[config.mk]
export PLATFORM = sky130hd
export DESIGN_NAME = isub_ctrl
export DESIGN_NICKNAME = d
export VERILOG_FILES = /design/src/rtl/isub_pkg.sv /design/src/rtl/isub_ctrl.sv
export SDC_FILE = /design/constraint.sdc
export NUM_CORES = 1
export LEC_CHECK = 0
export BUFFER_PORTS_ARGS = -buffer_cell sky130_fd_sc_hd__buf_2
export CORE_MARGIN = 3
export CORE_UTILIZATION = 30
export CTS_BUF_LIST = sky130_fd_sc_hd__clkbuf_8
export DETAILED_ROUTE_END_ITERATION = 12
export PLACE_DENSITY = 0.47
export SYNTH_ARGS = -nofsm -noshare
export SYNTH_HDL_FRONTEND = slang
export SYNTH_SLANG_ARGS = --single-unit
[constraint.sdc]
create_clock -name clk -period 4.5 [get_ports clk]
set_clock_uncertainty 0.05 [all_clocks]
set_input_delay 0.45 -clock clk [delete_from_list [all_inputs] [get_ports clk]]
set_output_delay 0.45 -clock clk [all_outputs]
set_load 0.1 [all_outputs]
[src/rtl/isub_pkg.sv]
`timescale 1ns / 1ps
// ---------------------------------------------------------------------------
// I-Sub similarity package
// Shared constants, payload structs, controller states and datapath commands.
// ---------------------------------------------------------------------------
package isub_pkg;

	// Capacity of each string and the widths that follow from it.
	localparam int MAX_LEN = 64;
	localparam int ADDR_W  = $clog2(MAX_LEN);
	localparam int CNT_W   = $clog2(MAX_LEN + 1);
	localparam int WID     = 2 * CNT_W + 17;
	localparam int NUM_W   = WID + 16;
	localparam int DCNT_W  = $clog2(NUM_W + 1);

	// Fixed field widths.
	localparam int CP_W  = 21;
	localparam int SIM_W = 17;
	localparam int CC_W  = 7;

	// Command codes.
	localparam logic [1:0] CMD_FIRST  = 2'd0;
	localparam logic [1:0] CMD_SECOND = 2'd1;
	localparam logic [1:0] CMD_SCORE  = 2'd2;
	// The remaining code is accepted and changes nothing.
	localparam logic [1:0] CMD_UNUSED = 2'd3;

	// Characters used by normalization.
	localparam logic [CP_W-1:0] CH_UPPER_A = 21'h41;
	localparam logic [CP_W-1:0] CH_UPPER_Z = 21'h5A;
	localparam logic [CP_W-1:0] CH_CASE    = 21'h20;
	localparam logic [CP_W-1:0] CH_DOT     = 21'h2E;
	localparam logic [CP_W-1:0] CH_UNDER   = 21'h5F;
	localparam logic [CP_W-1:0] CH_SPACE   = 21'h20;

	localparam logic [SIM_W-1:0] SIM_ONE    = 17'h10000;
	localparam logic [2:0]       PREFIX_MAX = 3'd4;
	localparam int               MIN_KEEP   = 2;

	typedef struct packed {
		logic [1:0]      cmd;
		logic [CP_W-1:0] code_point;
	} isub_req_t;

	typedef struct packed {
		logic [SIM_W-1:0] similarity;
		logic [CC_W-1:0]  common_chars;
		logic             too_long;
	} isub_res_t;

	typedef enum logic [4:0] {
		OP_NONE, OP_LOAD, OP_PF_INIT, OP_PF_RD, OP_PF_INC, OP_LOOP_INIT,
		OP_ITER_INIT, OP_J_INIT, OP_I_INC, OP_K_INIT, OP_SCAN_RD, OP_J_INC,
		OP_MATCH, OP_EXT_INC, OP_UPD, OP_CUTA_INIT, OP_CUTA_RD, OP_CUTA_WR,
		OP_CUTA_END, OP_CUTB_RD, OP_CUTB_WR, OP_CUTB_END, OP_ACC, OP_MUL1,
		OP_MUL2, OP_MUL3, OP_MUL4, OP_MUL5, OP_XSUM, OP_DIV, OP_EMIT
	} isub_op_t;

	typedef enum logic [4:0] {
		S_IDLE, S_PF_INIT, S_PF_RD, S_PF_CMP, S_LOOP_INIT, S_LOOP_TEST,
		S_I_TEST, S_J_TEST, S_SCAN_RD, S_SCAN_CMP, S_EXT_RD, S_EXT_CMP,
		S_CUTA_RD, S_CUTA_WR, S_CUTB_RD, S_CUTB_WR, S_ACC, S_MUL1, S_MUL2,
		S_MUL3, S_MUL4, S_MUL5, S_XSUM, S_DIV, S_EMIT
	} isub_state_t;

	// Status returned by the datapath.
	typedef struct packed {
		logic eq;
		logic pf_more;
		logic any_empty;
		logic loop_go;
		logic i_go;
		logic j_go;
		logic scan_go;
		logic ext_go;
		logic cuta_go;
		logic cutb_go;
		logic div_done;
	} isub_stat_t;

endpackage

[src/rtl/isub_ctrl.sv]
`timescale 1ns / 1ps
`default_nettype none
// ---------------------------------------------------------------------------
// I-Sub controller
// Sequences loading, prefix scan, substring removal, scoring and division.
// ---------------------------------------------------------------------------
module isub_ctrl (
	input  wire logic                 clk,
	input  wire logic                 arst_n,
	input  wire logic                 start,
	input  wire logic [1:0]           cmd,
	input  wire isub_pkg::isub_stat_t stat,
	output isub_pkg::isub_op_t        op,
	output logic                      busy
);

	isub_pkg::isub_state_t state_q, state_d;

	// State register.
	always_ff @(posedge clk or negedge arst_n) begin
		if (!arst_n) begin
			state_q <= isub_pkg::S_IDLE;
		end else begin
			state_q <= state_d;
		end
	end

	// Next state.
	always_comb begin
		state_d = state_q;
		unique case (state_q)
			isub_pkg::S_IDLE: begin
				if (start && cmd == isub_pkg::CMD_SCORE) state_d = isub_pkg::S_PF_INIT;
			end
			isub_pkg::S_PF_INIT:   state_d = isub_pkg::S_PF_RD;
			isub_pkg::S_PF_RD:
				state_d = stat.pf_more ? isub_pkg::S_PF_CMP : isub_pkg::S_LOOP_INIT;
			isub_pkg::S_PF_CMP:
				state_d = stat.eq ? isub_pkg::S_PF_RD : isub_pkg::S_LOOP_INIT;
			isub_pkg::S_LOOP_INIT:
				state_d = stat.any_empty ? isub_pkg::S_EMIT : isub_pkg::S_LOOP_TEST;
			isub_pkg::S_LOOP_TEST:
				state_d = stat.loop_go ? isub_pkg::S_I_TEST : isub_pkg::S_MUL1;
			isub_pkg::S_I_TEST:
				state_d = stat.i_go ? isub_pkg::S_J_TEST : isub_pkg::S_CUTA_RD;
			isub_pkg::S_J_TEST:
				state_d = stat.j_go ? isub_pkg::S_SCAN_RD : isub_pkg::S_I_TEST;
			isub_pkg::S_SCAN_RD:
				state_d = stat.scan_go ? isub_pkg::S_SCAN_CMP : isub_pkg::S_J_TEST;
			isub_pkg::S_SCAN_CMP:
				state_d = stat.eq ? isub_pkg::S_EXT_RD : isub_pkg::S_SCAN_RD;
			isub_pkg::S_EXT_RD:
				state_d = stat.ext_go ? isub_pkg::S_EXT_CMP : isub_pkg::S_J_TEST;
			isub_pkg::S_EXT_CMP:
				state_d = stat.eq ? isub_pkg::S_EXT_RD : isub_pkg::S_J_TEST;
			isub_pkg::S_CUTA_RD:
				state_d = stat.cuta_go ? isub_pkg::S_CUTA_WR : isub_pkg::S_CUTB_RD;
			isub_pkg::S_CUTA_WR:   state_d = isub_pkg::S_CUTA_RD;
			isub_pkg::S_CUTB_RD:
				state_d = stat.cutb_go ? isub_pkg::S_CUTB_WR : isub_pkg::S_ACC;
			isub_pkg::S_CUTB_WR:   state_d = isub_pkg::S_CUTB_RD;
			isub_pkg::S_ACC:       state_d = isub_pkg::S_LOOP_TEST;
			isub_pkg::S_MUL1:      state_d = isub_pkg::S_MUL2;
			isub_pkg::S_MUL2:      state_d = isub_pkg::S_MUL3;
			isub_pkg::S_MUL3:      state_d = isub_pkg::S_MUL4;
			isub_pkg::S_MUL4:      state_d = isub_pkg::S_MUL5;
			isub_pkg::S_MUL5:      state_d = isub_pkg::S_XSUM;
			isub_pkg::S_XSUM:      state_d = isub_pkg::S_DIV;
			isub_pkg::S_DIV:
				state_d = stat.div_done ? isub_pkg::S_EMIT : isub_pkg::S_DIV;
			isub_pkg::S_EMIT:      state_d = isub_pkg::S_IDLE;
			default:               state_d = isub_pkg::S_IDLE;
		endcase
	end

	// Datapath command for the current state.
	always_comb begin
		op = isub_pkg::OP_NONE;
		unique case (state_q)
			isub_pkg::S_IDLE: begin
				if (start && cmd != isub_pkg::CMD_SCORE) op = isub_pkg::OP_LOAD;
			end
			isub_pkg::S_PF_INIT:   op = isub_pkg::OP_PF_INIT;
			isub_pkg::S_PF_RD:     op = stat.pf_more ? isub_pkg::OP_PF_RD : isub_pkg::OP_NONE;
			isub_pkg::S_PF_CMP:    op = stat.eq ? isub_pkg::OP_PF_INC : isub_pkg::OP_NONE;
			isub_pkg::S_LOOP_INIT: op = isub_pkg::OP_LOOP_INIT;
			isub_pkg::S_LOOP_TEST:
				op = stat.loop_go ? isub_pkg::OP_ITER_INIT : isub_pkg::OP_NONE;
			isub_pkg::S_I_TEST:
				op = stat.i_go ? isub_pkg::OP_J_INIT : isub_pkg::OP_CUTA_INIT;
			isub_pkg::S_J_TEST:
				op = stat.j_go ? isub_pkg::OP_K_INIT : isub_pkg::OP_I_INC;
			isub_pkg::S_SCAN_RD:
				op = stat.scan_go ? isub_pkg::OP_SCAN_RD : isub_pkg::OP_NONE;
			isub_pkg::S_SCAN_CMP:
				op = stat.eq ? isub_pkg::OP_MATCH : isub_pkg::OP_J_INC;
			isub_pkg::S_EXT_RD:
				op = stat.ext_go ? isub_pkg::OP_SCAN_RD : isub_pkg::OP_UPD;
			isub_pkg::S_EXT_CMP:
				op = stat.eq ? isub_pkg::OP_EXT_INC : isub_pkg::OP_UPD;
			isub_pkg::S_CUTA_RD:
				op = stat.cuta_go ? isub_pkg::OP_CUTA_RD : isub_pkg::OP_CUTA_END;
			isub_pkg::S_CUTA_WR:   op = isub_pkg::OP_CUTA_WR;
			isub_pkg::S_CUTB_RD:
				op = stat.cutb_go ? isub_pkg::OP_CUTB_RD : isub_pkg::OP_CUTB_END;
			isub_pkg::S_CUTB_WR:   op = isub_pkg::OP_CUTB_WR;
			isub_pkg::S_ACC:       op = isub_pkg::OP_ACC;
			isub_pkg::S_MUL1:      op = isub_pkg::OP_MUL1;
			isub_pkg::S_MUL2:      op = isub_pkg::OP_MUL2;
			isub_pkg::S_MUL3:      op = isub_pkg::OP_MUL3;
			isub_pkg::S_MUL4:      op = isub_pkg::OP_MUL4;
			isub_pkg::S_MUL5:      op = isub_pkg::OP_MUL5;
			isub_pkg::S_XSUM:      op = isub_pkg::OP_XSUM;
			isub_pkg::S_DIV:       op = stat.div_done ? isub_pkg::OP_NONE : isub_pkg::OP_DIV;
			isub_pkg::S_EMIT:      op = isub_pkg::OP_EMIT;
			default:               op = isub_pkg::OP_NONE;
		endcase
	end

	// Loads are taken while idle; everything else holds the input off.
	assign busy = (state_q != isub_pkg::S_IDLE);

endmodule
`default_nettype wire

==> impl_metrics.py <==
metrics = {
    "global_routing": {
        "track_usage_pct": 15.51,
        "use_met2_pct": 22.62,
        "gr-usage-met3_pct": 3.448,
        "grt-busiest-layer": "met1",
        "grt_max_degree": 41,
        "first_global_vias": 1099,
        "grt_antenna_before_repair": 0,
        "grt_overflow": 0,
        "grt_util_met1_pct": 22.78,
        "grt_pass1_wl_um": 5623,
    },
    "final_layout": {
        "largest_register_ffs": 5,
        "top_register": "state_q",
        "nets": 185,
        "final_common_cell": "buf_2",
        "stdcell_count": 216,
        "layout_common_cells": "buf_2 (21), o21ai_0 (15), nand2_1 (11)",
        "top_regs": "state_q (5)",
        "layout-drive-gt1-share_pct": 19.64,
        "n_antenna_cell": 0,
        "post-route-util_pct": 34.12,
        "area_growth_pct": 8.172,
    },
    "detailed_routing": {
        "drtIter0Drc": 115,
        "via_per_inst": 5.745,
        "ant_nets": 0,
        "avgRoutedWirePerCell_um": 15.51,
        "drt_wl_total_um": 3350,
        "dr.pass1.iters": 4,
        "remaining_drc_errors": 0,
        "vias": 1241,
    },
    "critical_path": {
        "cp_max_fo": 29,
        "critPathKind": "reg -> out",
        "worstPathArrival_ps": 2660,
        "crit_path_start_kind": "register",
        "critPathRequiredTime_ps": 4000,
        "endpoint_kind": "primary output",
    },
    "sta": {
        "rsz0062_at_grt": "false",
        "period_minus_slack_ps": 3160,
        "hold_slack_ps": 518.3,
        "worst_pin_slew_ps": 1086,
        "setup_violations": 0,
        "hold_viol": 0,
        "tns_ps": 0,
        "period_share_pct": 70.22,
        "fmaxAchievable_mhz": 316.4,
        "drv_slew": 0,
        "slew-limit-headroom_pct": 27.62,
    },
    "logic_synthesis": {
        "synth_edf_count": 0,
        "netlist_instances": 159,
        "synth.distinct_cells": 53,
        "ys_ff_latch": 5,
        "ys.flop_type": "dfrtp_1",
        "synth_top_area_cell": "dfrtp_1",
        "async_flop_share_pct": 100.0,
        "synth_top_area_share_pct": 10.75,
        "ys_seq_area_share_pct": 10.75,
        "yosysWarnings": 0,
        "synthesis.nets": 175,
        "netlist_area_mm2": 0.001164,
        "syn_area_per_cell_um2": 7.318,
        "synth_area_leaders": "dfrtp_1 (11%), o21ai_0 (6.5%), buf_6 (5.8%)",
    },
    "floorplan": {
        "num_rows": 22,
        "ios": 22,
        "core_mm2": 0.003689,
        "die-area_mm2": 0.004662,
        "die_w_um": 68.28,
        "initial_core_util_pct": 31.55,
        "die_y_um": 68.28,
    },
    "clock_tree": {
        "clock-sinks": 5,
        "cts_resized": 0,
        "clockBufferDepth": 2,
        "clk_pin_slew_worst_paths_ps": 40,
        "root_buffer": "clkbuf_8",
        "cts_tree": "built",
        "h-tree-depth": 1,
        "clkLatencyLatePin_ps": 220,
        "cts_made_buffers": 3,
    },
    "run_status": {
        "status": "finished, final reports clean",
    },
    "placement": {
        "dpl.hpwl_um": 2421,
        "io_buffer_count": 21,
        "placed_cells": 211,
        "gp_congestion": 0.8049,
    },
    "run": {
        "max-cap-violations": 0,
    },
    "worst_hold_path": {
        "hold_path.class": "in -> async",
    },
}
==> synthesized netlist by cell type (2+ instances only) <==
master and count:
a211oi_1 2, a21boi_0 5, a21oi_1 8, a2bb2oi_1 2, a31oi_1 2, a32o_1 3
a32oi_1 4, and3_1 3, buf_2 8, buf_4 3, buf_6 6, dfrtp_1 5
inv_1 5, mux2i_1 2, nand2_1 11, nand2b_1 10, nand3_1 3, nand3b_1 7
nor2_1 6, nor2b_1 4, nor3_1 6, nor3b_1 2, nor4_1 2, o211ai_1 3
o21a_1 2, o21ai_0 15, o22ai_1 3, or3b_1 2
==> kinds of logic after synthesis <==
family,share of synthesized area (%)
AO/OA/AOI/OAI,39.89
XOR/XNOR,1.506
flip-flops,10.75
AND/OR/NAND/NOR,33.01
buffers and inverters,13.12
multiplexers,1.720
==> worst max-delay path, stage by stage, from the launching register on <==
cell       delay (ps)
dfrtp_1           910
nand2b_1          310
nor3_1            470
a2111oi_0         160
o211ai_1          130
buf_2             460
==> layer usage <==
metal	vias up	part of all wire [%]
met5	-	0
met4	0	0.96
li1	625	-
met1	565	47
met2	47	45
met3	4	7.3
==> area by class of cell <==
| type | count | area, µm² |
|---|---|---|
| sequential | 5 | 125.1 |
| inverter | 5 | 18.77 |
| multi-input combinational | 131 | 885.9 |
| clock inverter | 1 | 5.005 |
| clock buffer | 3 | 41.29 |
| fill | 406 | 2430 |
| timing repair buffer | 23 | 122.6 |
| tap | 48 | 60.06 |
==> timing repair <==
item                                    4_1_cts  5_1_grt
buffers inserted                              0        0
hold endpoints to repair                      5        0
hold buffers                                  1        0
endpoints found under the setup margin        0        0
==> metrics by stage <==
| step | setup WS (ps) | cell area, µm² |
|---|---|---|
| CTS | 1343 | 1259 |
| detailed placement | 1587 | 1202 |
| floorplan | 1019 | 1164 |
| finish | 1340 | 1259 |
| global placement | 1535 | 1202 |
| global route | 1073 | 1259 |
==> final timing paths <==
kind | from | endpoint | slack, ps | cells after the start
setup / recovery | state_q[2]$_DFFE_PN0P_ | op[2] | 1340 | 5
hold / removal | arst_n | state_q[2]$_DFFE_PN0P_ | 520 | 2
setup reg to reg | state_q[0]$_DFFE_PN0P_ | state_q[1]$_DFFE_PN0P_ | 2150 | 4
hold reg to reg | state_q[1]$_DFFE_PN0P_ | state_q[0]$_DFFE_PN0P_ | 950 | 2
max in group asynchronous | arst_n | state_q[4]$_DFFE_PN0P_ | 3760 | 2
min in group clk | start | state_q[0]$_DFFE_PN0P_ | 610 | 4
Power is not shown: default switching activity piles up to over one toggle a cycle in this logic, so the estimate is an artifact.
